[src/sv/dat_pkg.sv]
package dat_pkg;

	localparam int KIND_W    = 3;
	localparam int SESSION_W = 5;
	localparam int PAYLOAD_W = 48;
	localparam int RELOAD_W  = 12;
	localparam int CFG_IDX_W = 1;

	// configuration register indexes
	localparam logic [CFG_IDX_W-1:0] REG_DELAY_RELOAD = 1'b0;
	localparam logic [CFG_IDX_W-1:0] REG_ACK_TYPE     = 1'b1;

	localparam logic [RELOAD_W-1:0] RELOAD_RESET   = 12'd313;
	localparam logic [KIND_W-1:0]   ACK_TYPE_RESET = 3'd2;

	// command codes
	localparam logic CMD_EVENT = 1'b0;
	localparam logic CMD_TICK  = 1'b1;

	typedef struct packed {
		logic                 command;
		logic [KIND_W-1:0]    event_kind;
		logic [SESSION_W-1:0] session_index;
		logic [PAYLOAD_W-1:0] event_payload;
		logic                 downstream_full;
	} item_t;

	typedef struct packed {
		logic                 forward_valid;
		logic [KIND_W-1:0]    out_kind;
		logic [SESSION_W-1:0] out_session;
		logic [PAYLOAD_W-1:0] out_payload;
		logic                 rx_signal;
		logic                 tx_signal;
	} res_t;

	typedef enum logic {
		ST_CLEAR,
		ST_RUN
	} clr_state_t;

endpackage

[src/sv/dat_ram.sv]
module dat_ram #(
	parameter int WIDTH = 12,
	parameter int DEPTH = 32
) (
	input  logic                     clk,
	input  logic                     we,
	input  logic [$clog2(DEPTH)-1:0] waddr,
	input  logic [WIDTH-1:0]         wdata,
	input  logic                     re,
	input  logic [$clog2(DEPTH)-1:0] raddr,
	output logic [WIDTH-1:0]         rdata
);

	logic [WIDTH-1:0] mem [DEPTH];

	always_ff @(posedge clk) begin
		if (we) begin
			mem[waddr] <= wdata;
		end
		if (re) begin
			rdata <= mem[raddr];
		end
	end

endmodule

[src/sv/dat_ptr.sv]
module dat_ptr import dat_pkg::*; #(
	parameter int SESSION_COUNT = 32
) (
	input  logic                             clk,
	input  logic                             arst_n,
	input  logic                             tick_accept,
	output logic                             clearing,
	output logic [$clog2(SESSION_COUNT)-1:0] clr_addr,
	output logic [$clog2(SESSION_COUNT)-1:0] scan_ptr
);

	localparam int AW = $clog2(SESSION_COUNT);
	localparam logic [AW-1:0] LAST = AW'(SESSION_COUNT - 1);

	clr_state_t      state_q, state_d;
	logic [AW-1:0]   clr_q, clr_d;
	logic [AW-1:0]   ptr_q;

	always_ff @(posedge clk or negedge arst_n) begin
		if (!arst_n) begin
			state_q <= ST_CLEAR;
			clr_q   <= '0;
		end else begin
			state_q <= state_d;
			clr_q   <= clr_d;
		end
	end

	// clearing pass walks the table once after reset
	always_comb begin
		state_d = state_q;
		clr_d   = clr_q;
		case (state_q)
			ST_CLEAR: begin
				clr_d = clr_q + AW'(1);
				if (clr_q == LAST) begin
					state_d = ST_RUN;
					clr_d   = '0;
				end
			end
			ST_RUN: begin
				state_d = ST_RUN;
			end
			default: begin
				state_d = ST_CLEAR;
				clr_d   = '0;
			end
		endcase
	end

	always_ff @(posedge clk or negedge arst_n) begin
		if (!arst_n) begin
			ptr_q <= '0;
		end else if (tick_accept) begin
			ptr_q <= (ptr_q == LAST) ? '0 : ptr_q + AW'(1);
		end
	end

	assign clearing = (state_q == ST_CLEAR);
	assign clr_addr = clr_q;
	assign scan_ptr = ptr_q;

endmodule

[src/sv/delayed_ack_timer_table_core.sv]
// path: an accepted item is registered in stage 1, then its result in the output register
// throughput: one item per cycle unless the output stalls, set by the single counter
//   ram read-modify-write; a same-entry access in the next cycle is served by forwarding
// reset: asynchronous, active low; after reset a clearing pass zeroes all SESSION_COUNT
//   counter ram entries, during which no item is accepted (config writes still are)
module delayed_ack_timer_table_core import dat_pkg::*; #(
	parameter int SESSION_COUNT = 32,
	parameter int COUNTER_BITS  = 12
) (
	input  logic                 clk,
	input  logic                 arst_n,
	input  logic                 in_valid,
	output logic                 in_ready,
	input  item_t                in_item,
	output logic                 out_valid,
	input  logic                 out_ready,
	output res_t                 out_item,
	input  logic                 cfg_valid,
	output logic                 cfg_ready,
	input  logic [CFG_IDX_W-1:0] cfg_index,
	input  logic [RELOAD_W-1:0]  cfg_data
);

	localparam int AW = $clog2(SESSION_COUNT);
	localparam int CB = COUNTER_BITS;

	// configuration
	logic [RELOAD_W-1:0] reload_q;
	logic [KIND_W-1:0]   ack_q;

	assign cfg_ready = 1'b1;

	always_ff @(posedge clk or negedge arst_n) begin
		if (!arst_n) begin
			reload_q <= RELOAD_RESET;
			ack_q    <= ACK_TYPE_RESET;
		end else if (cfg_valid) begin
			case (cfg_index)
				REG_DELAY_RELOAD: reload_q <= cfg_data;
				REG_ACK_TYPE:     ack_q    <= cfg_data[KIND_W-1:0];
				default:          ;
			endcase
		end
	end

	logic [CB+RELOAD_W-1:0] reload_wide;
	logic [CB-1:0]          reload_cnt;
	assign reload_wide = {{CB{1'b0}}, reload_q};
	assign reload_cnt  = reload_wide[CB-1:0];

	// clearing pass and scan pointer
	logic          clearing;
	logic [AW-1:0] clr_addr;
	logic [AW-1:0] scan_ptr;
	logic          accept;

	assign accept = in_valid && in_ready;

	dat_ptr #(
		.SESSION_COUNT(SESSION_COUNT)
	) u_ptr (
		.clk         (clk),
		.arst_n      (arst_n),
		.tick_accept (accept && (in_item.command == CMD_TICK)),
		.clearing    (clearing),
		.clr_addr    (clr_addr),
		.scan_ptr    (scan_ptr)
	);

	// read side at acceptance
	logic [AW+SESSION_W-1:0] ev_addr_wide;
	logic [AW-1:0]           rd_addr;
	logic                    ev_in_table;

	assign ev_addr_wide = {{AW{1'b0}}, in_item.session_index};
	assign rd_addr      = (in_item.command == CMD_TICK) ? scan_ptr : ev_addr_wide[AW-1:0];
	assign ev_in_table  = 32'(in_item.session_index) < 32'(SESSION_COUNT);

	// ram ports
	logic          we;
	logic [AW-1:0] waddr;
	logic [CB-1:0] wdata;
	logic [CB-1:0] rdata;

	dat_ram #(
		.WIDTH (CB),
		.DEPTH (SESSION_COUNT)
	) u_ram (
		.clk   (clk),
		.we    (we),
		.waddr (waddr),
		.wdata (wdata),
		.re    (accept),
		.raddr (rd_addr),
		.rdata (rdata)
	);

	// stage 1 registers
	logic          vld_s1;
	item_t         item_s1;
	logic [AW-1:0] addr_s1;
	logic          in_table_s1;
	logic          fwd_s1;
	logic [CB-1:0] fwd_data_s1;

	// stage 1 update
	logic          s1_we;
	logic [CB-1:0] s1_wdata;
	logic          has_res;
	res_t          res;
	logic [CB-1:0] cnt;
	logic          advance;
	logic          slot_free;
	logic [AW+SESSION_W-1:0] sess_wide;

	assign cnt       = fwd_s1 ? fwd_data_s1 : rdata;
	assign sess_wide = {{SESSION_W{1'b0}}, addr_s1};

	always_comb begin
		s1_we    = 1'b0;
		s1_wdata = '0;
		has_res  = 1'b0;
		res      = '0;
		if (item_s1.command == CMD_EVENT) begin
			has_res       = 1'b1;
			res.rx_signal = 1'b1;
			if (in_table_s1 && item_s1.event_kind == ack_q && cnt == '0) begin
				// first ack of the session is held back
				s1_we    = 1'b1;
				s1_wdata = reload_cnt;
			end else begin
				s1_we             = in_table_s1;
				res.forward_valid = 1'b1;
				res.out_kind      = item_s1.event_kind;
				res.out_session   = item_s1.session_index;
				res.out_payload   = item_s1.event_payload;
				res.tx_signal     = 1'b1;
			end
		end else if (cnt != '0 && !item_s1.downstream_full) begin
			s1_we    = 1'b1;
			s1_wdata = cnt - CB'(1);
			if (cnt == CB'(1)) begin
				// timer expiry, generate the ack
				has_res           = 1'b1;
				res.forward_valid = 1'b1;
				res.out_kind      = ack_q;
				res.out_session   = sess_wide[SESSION_W-1:0];
				res.tx_signal     = 1'b1;
			end
		end
	end

	logic  out_valid_q;
	res_t  out_item_q;

	assign slot_free = !out_valid_q || out_ready;
	assign advance   = vld_s1 && (!has_res || slot_free);
	assign in_ready  = !clearing && (!vld_s1 || advance);

	always_comb begin
		if (clearing) begin
			we    = 1'b1;
			waddr = clr_addr;
			wdata = '0;
		end else begin
			we    = advance && s1_we;
			waddr = addr_s1;
			wdata = s1_wdata;
		end
	end

	always_ff @(posedge clk or negedge arst_n) begin
		if (!arst_n) begin
			vld_s1 <= 1'b0;
		end else if (accept) begin
			vld_s1 <= 1'b1;
		end else if (advance) begin
			vld_s1 <= 1'b0;
		end
	end

	always_ff @(posedge clk) begin
		if (accept) begin
			item_s1     <= in_item;
			addr_s1     <= rd_addr;
			in_table_s1 <= (in_item.command == CMD_TICK) || ev_in_table;
			// same entry written this cycle, ram read is stale
			fwd_s1      <= we && (waddr == rd_addr);
			fwd_data_s1 <= wdata;
		end
	end

	// output register
	always_ff @(posedge clk or negedge arst_n) begin
		if (!arst_n) begin
			out_valid_q <= 1'b0;
		end else if (advance && has_res) begin
			out_valid_q <= 1'b1;
		end else if (out_ready) begin
			out_valid_q <= 1'b0;
		end
	end

	always_ff @(posedge clk) begin
		if (advance && has_res) begin
			out_item_q <= res;
		end
	end

	assign out_valid = out_valid_q;
	assign out_item  = out_item_q;

`ifndef SYNTHESIS
	a_no_accept_in_clear: assert property (@(posedge clk) disable iff (!arst_n)
		clearing |-> !in_ready)
		else $error("item accepted during clearing pass");

	a_held_ack_quiet: assert property (@(posedge clk) disable iff (!arst_n)
		out_valid && out_item.rx_signal && !out_item.tx_signal
		|-> !out_item.forward_valid && out_item.out_payload == '0)
		else $error("held-back ack carries forward data");

	a_gen_ack_form: assert property (@(posedge clk) disable iff (!arst_n)
		out_valid && !out_item.rx_signal
		|-> out_item.tx_signal && out_item.out_kind == ack_q && out_item.out_payload == '0)
		else $error("generated ack malformed");

	a_stall_no_write: assert property (@(posedge clk) disable iff (!arst_n)
		vld_s1 && !advance |-> !we)
		else $error("counter written while stage 1 stalled");
`endif

endmodule
[config.mk]
export PLATFORM = sky130hd
export DESIGN_NAME = delayed_ack_timer_table_core
export DESIGN_NICKNAME = d
export VERILOG_FILES = /design/src/sv/dat_pkg.sv /design/src/sv/dat_ram.sv /design/src/sv/dat_ptr.sv /design/src/sv/delayed_ack_timer_table_core.sv
export SDC_FILE = /design/constraint.sdc
export NUM_CORES = 1
export LEC_CHECK = 0
export BUFFER_PORTS_ARGS = -buffer_cell sky130_fd_sc_hd__clkbuf_2
export CAP_MARGIN = 25
export CORE_ASPECT_RATIO = 0.6
export CORE_UTILIZATION = 35
export CTS_CLUSTER_DIAMETER = 150
export DETAILED_ROUTE_END_ITERATION = 7
export PLACE_DENSITY = 0.5
export SLEW_MARGIN = 20
export SYNTH_ARGS = -nofsm -noshare
export SYNTH_HDL_FRONTEND = slang
export SYNTH_HIERARCHICAL = 1
export SYNTH_SLANG_ARGS = --single-unit
[constraint.sdc]
create_clock -name clk -period 9.1 [get_ports clk]
set_input_delay 1.82 -clock clk [delete_from_list [all_inputs] [get_ports clk]]
set_output_delay 1.82 -clock clk [all_outputs]
set_load 0.01 [all_outputs]
### Yosys cells after proc, flatten, opt, wreduce, memory -nomap -nowiden

Memories as Yosys holds them, arrays and structs flattened. A register that Yosys moved wholly into a read port is not among the register bits.
Cells that the tools add are included.

| word-level totals | value |
|---|---|
| bits in latches | 0 |
| RAM bits | 384 |
| word-level logic and storage cells | 85 |
| bits of input ports | 76 |
| memories | 1 |
| output and inout bits | 62 |
| bits in read-only memories | 0 |
| bits in registers | 163 |

| operators by class | value |
|---|---|
| divide/modulo/power cells | 0 |
| order comparisons | 0 |
| muxes and demuxes | 30 |
| shifts and indexed selects | 0 |
| equal/unequal tests | 5 |
| bitwise gates (word level) | 2 |
| add/sub/neg operators | 3 |
| multiply operators | 0 |
| reductions and logical operators | 23 |

Memories:

| memory | words | width | read ports | clocked after Yosys merged registers in | wr ports | RTL line | source |
|---|---|---|---|---|---|---|---|
| u_ram.mem | 32 | 12 | 1 | 1 | 1 | dat_ram.sv:14 | `logic [WIDTH-1:0] mem [DEPTH];` |

Operators by type and width:

| cell | number |
|---|---|
| $mux 12 | 5 |
| $mux 57 | 1 |
| $mux 9 | 3 |
| $mux 5 | 4 |
| $mux 1 | 16 |
| $eq 12x1->1 const B | 1 |
| $logic_not 12->1 | 1 |
| $reduce_bool 12->1 | 1 |
| $sub 12x1->12 const B | 1 |
| $add 5x1->5 const B | 2 |
| $eq 5x5->1 const B | 2 |
| $logic_and 1x1->1 | 9 |
| $eq 5x5->1 | 1 |
| $logic_not 1->1 | 4 |
| $reduce_and 2->1 | 2 |
| $reduce_bool 2->1 | 2 |
| $eq 3x3->1 | 1 |
| $logic_or 1x1->1 | 3 |
| $not 1->1 | 2 |
| $pmux 1 s2 | 1 |
| $reduce_or 2->1 | 1 |

### Longest topological paths before layout

| depth | value |
|---|---|
| depth in word-level cells | 12 |
| gate-level depth with buffers | 14 |

### Cells and area by module

Netlist, hierarchy kept.

Modules (own cells, without submodules):

| module | instances | area each (um^2) | cells an instance |
|---|---|---|---|
| dat_ram | 1 | 15588.7 | 868 |
| delayed_ack_timer_table_core | 1 | 6193.4 | 385 |
| dat_ptr | 1 | 546.8 | 47 |

### Least setup slack after synthesis

Ideal clock, no wire load.

| timing | value |
|---|---|
| path kind | reg2reg |
| from | register fwd_s1 |
| to | register addr_s1[0] (enable) |
| cell stages (with the launch flop) | 11 |
| slack | 2.109 ns |
| arrival | 6.456 ns |
| required time | 8.565 ns |
| setup time | 0.535 ns |
| clock period less this slack | 6.991 ns |
| cells stage by stage | edfxtp_1 buf_6 clkbuf_1 buf_1 mux2i_1 ha_1 nor4bb_1 nor2_1 a41o_1 and3_1 nor2_1 |

| between the ends | value |
|---|---|
| longest elaborated chain between the ends | 11 |

RTL lines:

| what | RTL line | source |
|---|---|---|
| start, declared | delayed_ack_timer_table_core.sv:103 | `logic fwd_s1;` |
| start signal, assigned | delayed_ack_timer_table_core.sv:188 | `fwd_s1 <= we && (waddr == rd_addr);` |
| $mux 12 * | delayed_ack_timer_table_core.sv:116 | `assign cnt = fwd_s1 ? fwd_data_s1 : rdata;` |
| $eq 12x1->1 / $reduce_bool 12->1 (equally long branches) | delayed_ack_timer_table_core.sv:142, delayed_ack_timer_table_core.sv:139 |  |
| $mux 1 / $logic_and 1x1->1 (equally long branches) | delayed_ack_timer_table_core.sv:142, delayed_ack_timer_table_core.sv:139 |  |
| $mux 1 * | delayed_ack_timer_table_core.sv:139 | `end else if (cnt != '0 && !item_s1.downstream_full) begin` |
| $mux 1 * | delayed_ack_timer_table_core.sv:124 | `if (item_s1.command == CMD_EVENT) begin` |
| $logic_not 1->1 * | delayed_ack_timer_table_core.sv:157 | `assign advance = vld_s1 && (!has_res \|\| slot_free);` |
| $logic_or 1x1->1 * | delayed_ack_timer_table_core.sv:157 |  |
| $logic_and 1x1->1 * | delayed_ack_timer_table_core.sv:157 |  |
| $logic_or 1x1->1 * | delayed_ack_timer_table_core.sv:158 | `assign in_ready = !clearing && (!vld_s1 \|\| advance);` |
| $logic_and 1x1->1 * | delayed_ack_timer_table_core.sv:158 |  |
| $logic_and 1x1->1 * | delayed_ack_timer_table_core.sv:57 | `assign accept = in_valid && in_ready;` |
| via accept | delayed_ack_timer_table_core.sv:55 | `logic accept;` |
| end signal, assigned | delayed_ack_timer_table_core.sv:185 | `addr_s1 <= rd_addr;` |
| end, declared | delayed_ack_timer_table_core.sv:101 | `logic [AW-1:0] addr_s1;` |

The timed path passes the listed nets; every way through them passes the cells marked *.
A chain may end at the register's enable or synchronous reset.

### Final worst setup path

| timing | value |
|---|---|
| from | register fwd_s1 |
| to | output in_ready |

| between the ends | value |
|---|---|
| longest elaborated chain between the ends | 10 |

RTL lines:

| what | RTL line | source |
|---|---|---|
| $mux 12 * | delayed_ack_timer_table_core.sv:116 |  |
| $eq 12x1->1 / $reduce_bool 12->1 (equally long branches) | delayed_ack_timer_table_core.sv:142, delayed_ack_timer_table_core.sv:139 |  |
| $mux 1 / $logic_and 1x1->1 (equally long branches) | delayed_ack_timer_table_core.sv:142, delayed_ack_timer_table_core.sv:139 |  |
| $mux 1 * | delayed_ack_timer_table_core.sv:139 |  |
| $mux 1 * | delayed_ack_timer_table_core.sv:124 |  |
| $logic_not 1->1 * | delayed_ack_timer_table_core.sv:157 |  |
| $logic_or 1x1->1 * | delayed_ack_timer_table_core.sv:157 |  |
| $logic_and 1x1->1 * | delayed_ack_timer_table_core.sv:157 |  |
| $logic_or 1x1->1 * | delayed_ack_timer_table_core.sv:158 |  |
| $logic_and 1x1->1 * | delayed_ack_timer_table_core.sv:158 |  |
| end, declared | delayed_ack_timer_table_core.sv:13 | `output logic in_ready,` |

Every way passes the cells marked *; elsewhere a longest branch is shown, timed or not.

==> flow_summary.yaml <==
status:
  outcome: "complete, no violations"
grt:
  antenna_found_initial: 6
  groute.usage.overall: 0.171
  overflow: 0
  grt_start_max_net_pins: 133
  grt_pass1_wl_mm: 80.3
  grt_pass1_vias: 11500
floorplanning:
  ios: 138
  die-area_um2: 64800
  coreArea_um2: 62900
  die_w_um: 328
  fp-row-count: 71
  start_util: 0.355
  die_h_um: 198
cts:
  cts_setup_buffers: 0
  cts_buffers: 52
  htree_levels: 2
  cts_hold_buf: 0
  root_buffer: "clkbuf_16"
  cts.repair.resized: 0
  cts_tree: "built"
  clk_path_buf_depth: 3
  cts.clk_slew.worst_paths_ps: 70
  clkLatencyLatePin_ps: 600
  cts.sinks: 558
critical_path:
  crit_end: "in_ready"
  cp_max_fo: 29
  required_ps: 7280
  worstReg2RegStart: "fwd_s1"
  end_kind: "output pin"
  rr_worst_depth: 9
  regToRegEndpoint: "item_s1[3]"
  worstSetupPathType: "reg2out"
  reg2reg_slack_ps: 4400
  startpoint: "fwd_s1"
  crit_path_start_kind: "flop"
  arrival_ps: 3580
logic_synthesis:
  synth_seq_cells: 558
  yosysTopAreaCell: "edfxtp_1"
  synth_area_leaders: "edfxtp_1 71%, mux2i_1 9.4%, dfrtp_1 2.5%, a22oi_1 1.6%, a22o_1 1.3%"
  syn-num-nets: 1382
  netlist_area_um2: 22300
  synthArstFlopShare: 0.0502
  avgSynthCellArea_um2: 17.2
  synth_flop_cell: "edfxtp_1"
  synth_edf_count: 530
  syn_inst: 1300
  ys_seq_area_frac: 0.744
  synth.distinct_cells: 67
  yosysTopAreaCellShare: 0.713
  ys_warn_count: 6
place:
  gp_congestion: 0.782
  hpwl_mm: 35.4
  port_buffers: 136
  placed_area_um2: 24000
pwr:
  p_leak_nw: 9.25
  peakVddDrop_v: 0.000183
  powerDensity_nw_per_um2: 243
sta:
  fmax_mhz: 185
  hold_viol: 0
  worstMarginPinSlew_ps: 1190
  rsz0062_at_grt: "no"
  fin_skew_ps: 13.0
  fin_crit_sh: 0.594
  slew_viol_final: 0
  setup_viol: 0
  slew_headroom: 0.210
  setup-tns-final_ps: 0
  layout_min_cycle_time_ps: 5400
drt:
  vias: 12100
  wl_per_cell_um: 23.7
  drt_iter0_drc: 1048
  drc: 0
  firstDrtPassIters: 5
  wl_mm: 55.7
  viasPerCell: 5.12
  ant_nets: 0
cells_and_area:
  drive_above_1_share: 0.229
  design_area_um2: 25700
  area_growth_pct: 15.0
  fillers: 5746
  final_cell_mix: "530 x edfxtp_1, 209 x mux2i_1, 137 x clkbuf_2"
  multi_input_area_um2: 5300
  layout_commonest_cell: "edfxtp_1"
  final_core_util: 0.408
  fin_nets: 1554
  seq_area_um2: 16600
run:
  cap_viol_max_count: 0
hold_path:
  hp-class: "reg2reg"
area by class of cell:
| type | instances | area share |
|---|---|---|
| Multi-Input combinational cell | 669 | 0.207 |
| Clock buffer | 69 | 0.0552 |
| Antenna cell | 1 | 0.0000975 |
| Tap cell | 839 | 0.0409 |
| Inverter | 8 | 0.00117 |
| Clock inverter | 26 | 0.00799 |
| Sequential cell | 558 | 0.647 |
| Timing Repair Buffer | 183 | 0.0406 |
through the flow:
| stage | worst slack (ps) | power (mW) | instances | hold WS (ps) |
|---|---|---|---|---|
| 3_3_place_gp | 4180 | 4.17 | 2254 | 498 |
| 6_report | 3700 | 6.24 | 2353 | 507 |
| 3_5_place_dp | 4130 | 4.18 | 2256 | 496 |
| 5_1_grt | 3380 | 6.49 | 2352 | 524 |
| 4_1_cts | 3640 | 6.30 | 2351 | 510 |
| 2_1_floorplan | 2110 | 3.84 | 1300 | 469 |
how the worst min path moves through the flow:
stage	to	slack (ps)	depth (start not counted)	start
2_1_floorplan	u_ptr/clr_addr[3]	470	1	u_ptr/clr_addr[3]
3_3_place_gp	reload_cnt[7]	500	1	reload_cnt[7]
3_5_place_dp	reload_cnt[7]	500	1	reload_cnt[7]
4_1_cts	reload_cnt[7]	510	1	reload_cnt[7]
5_1_grt	reload_cnt[11]	520	1	reload_cnt[11]
6_report	reload_cnt[7]	510	1	reload_cnt[7]
power breakdown:
group | internal [mW] | switching, mW | total [mW]
clock | 1.18 | 0.940 | 2.12
combinational | 0.391 | 0.705 | 1.10
sequential | 2.97 | 0.0581 | 3.03
total | 4.54 | 1.70 | 6.24
logic make-up after synthesis:
logic type                 synth area share
and+or+nand+nor                      0.0625
muxes                                 0.109
buffers and inverters                0.0248
adders and majority gates           0.00336
AOI/OAI and AO/OA                    0.0494
xor gates and xnor gates            0.00628
other                              0.000168
DFF                                   0.744
metal layers:
metal | wire (µm) | vias to the layer above | track usage
met4 | 798 | 0 | 0.0315
met5 | 0 | - | 0
li1 | - | 5424 | -
met1 | 28300 | 6261 | 0.272
met2 | 22600 | 302 | 0.228
met3 | 3970 | 67 | 0.0456
Yosys cell counts (all sizes together), types with 9 or more instances:
| cell type | instances |
|---|---|
| buf | 48 |
| nand3 | 30 |
| o21ai | 9 |
| a31oi | 16 |
| a21oi | 30 |
| mux2i | 209 |
| dfrtp | 22 |
| and2 | 50 |
| nand2 | 38 |
| edfxtp | 530 |
| nor3 | 22 |
| a22o | 34 |
| mux2 | 30 |
| a22oi | 49 |
| nor2 | 55 |
| xor2 | 11 |
| clkbuf | 17 |
| nand4 | 12 |
critical path: stages, from the launching register on:
cell,delay [ps]
edfxtp_1,320
buf_4,310
mux2i_1,360
ha_1,260
nor4bb_1,680
nor2_1,270
a41o_1,290
and3_1,230
nor2_1,110
clkbuf_2,160
state kept, by name, indices dropped and copies added, names as in the netlist, 3 cells and up:
name and flops:
u_ram/mem 384, item_s1 58, out_item 58, fwd_data_s1 12, reload_cnt 12, u_ram/rdata 12
addr_s1 5, u_ptr/clr_addr 5, u_ptr/scan_ptr 5, ack_q 3
(Power assumes the default switching activity.)
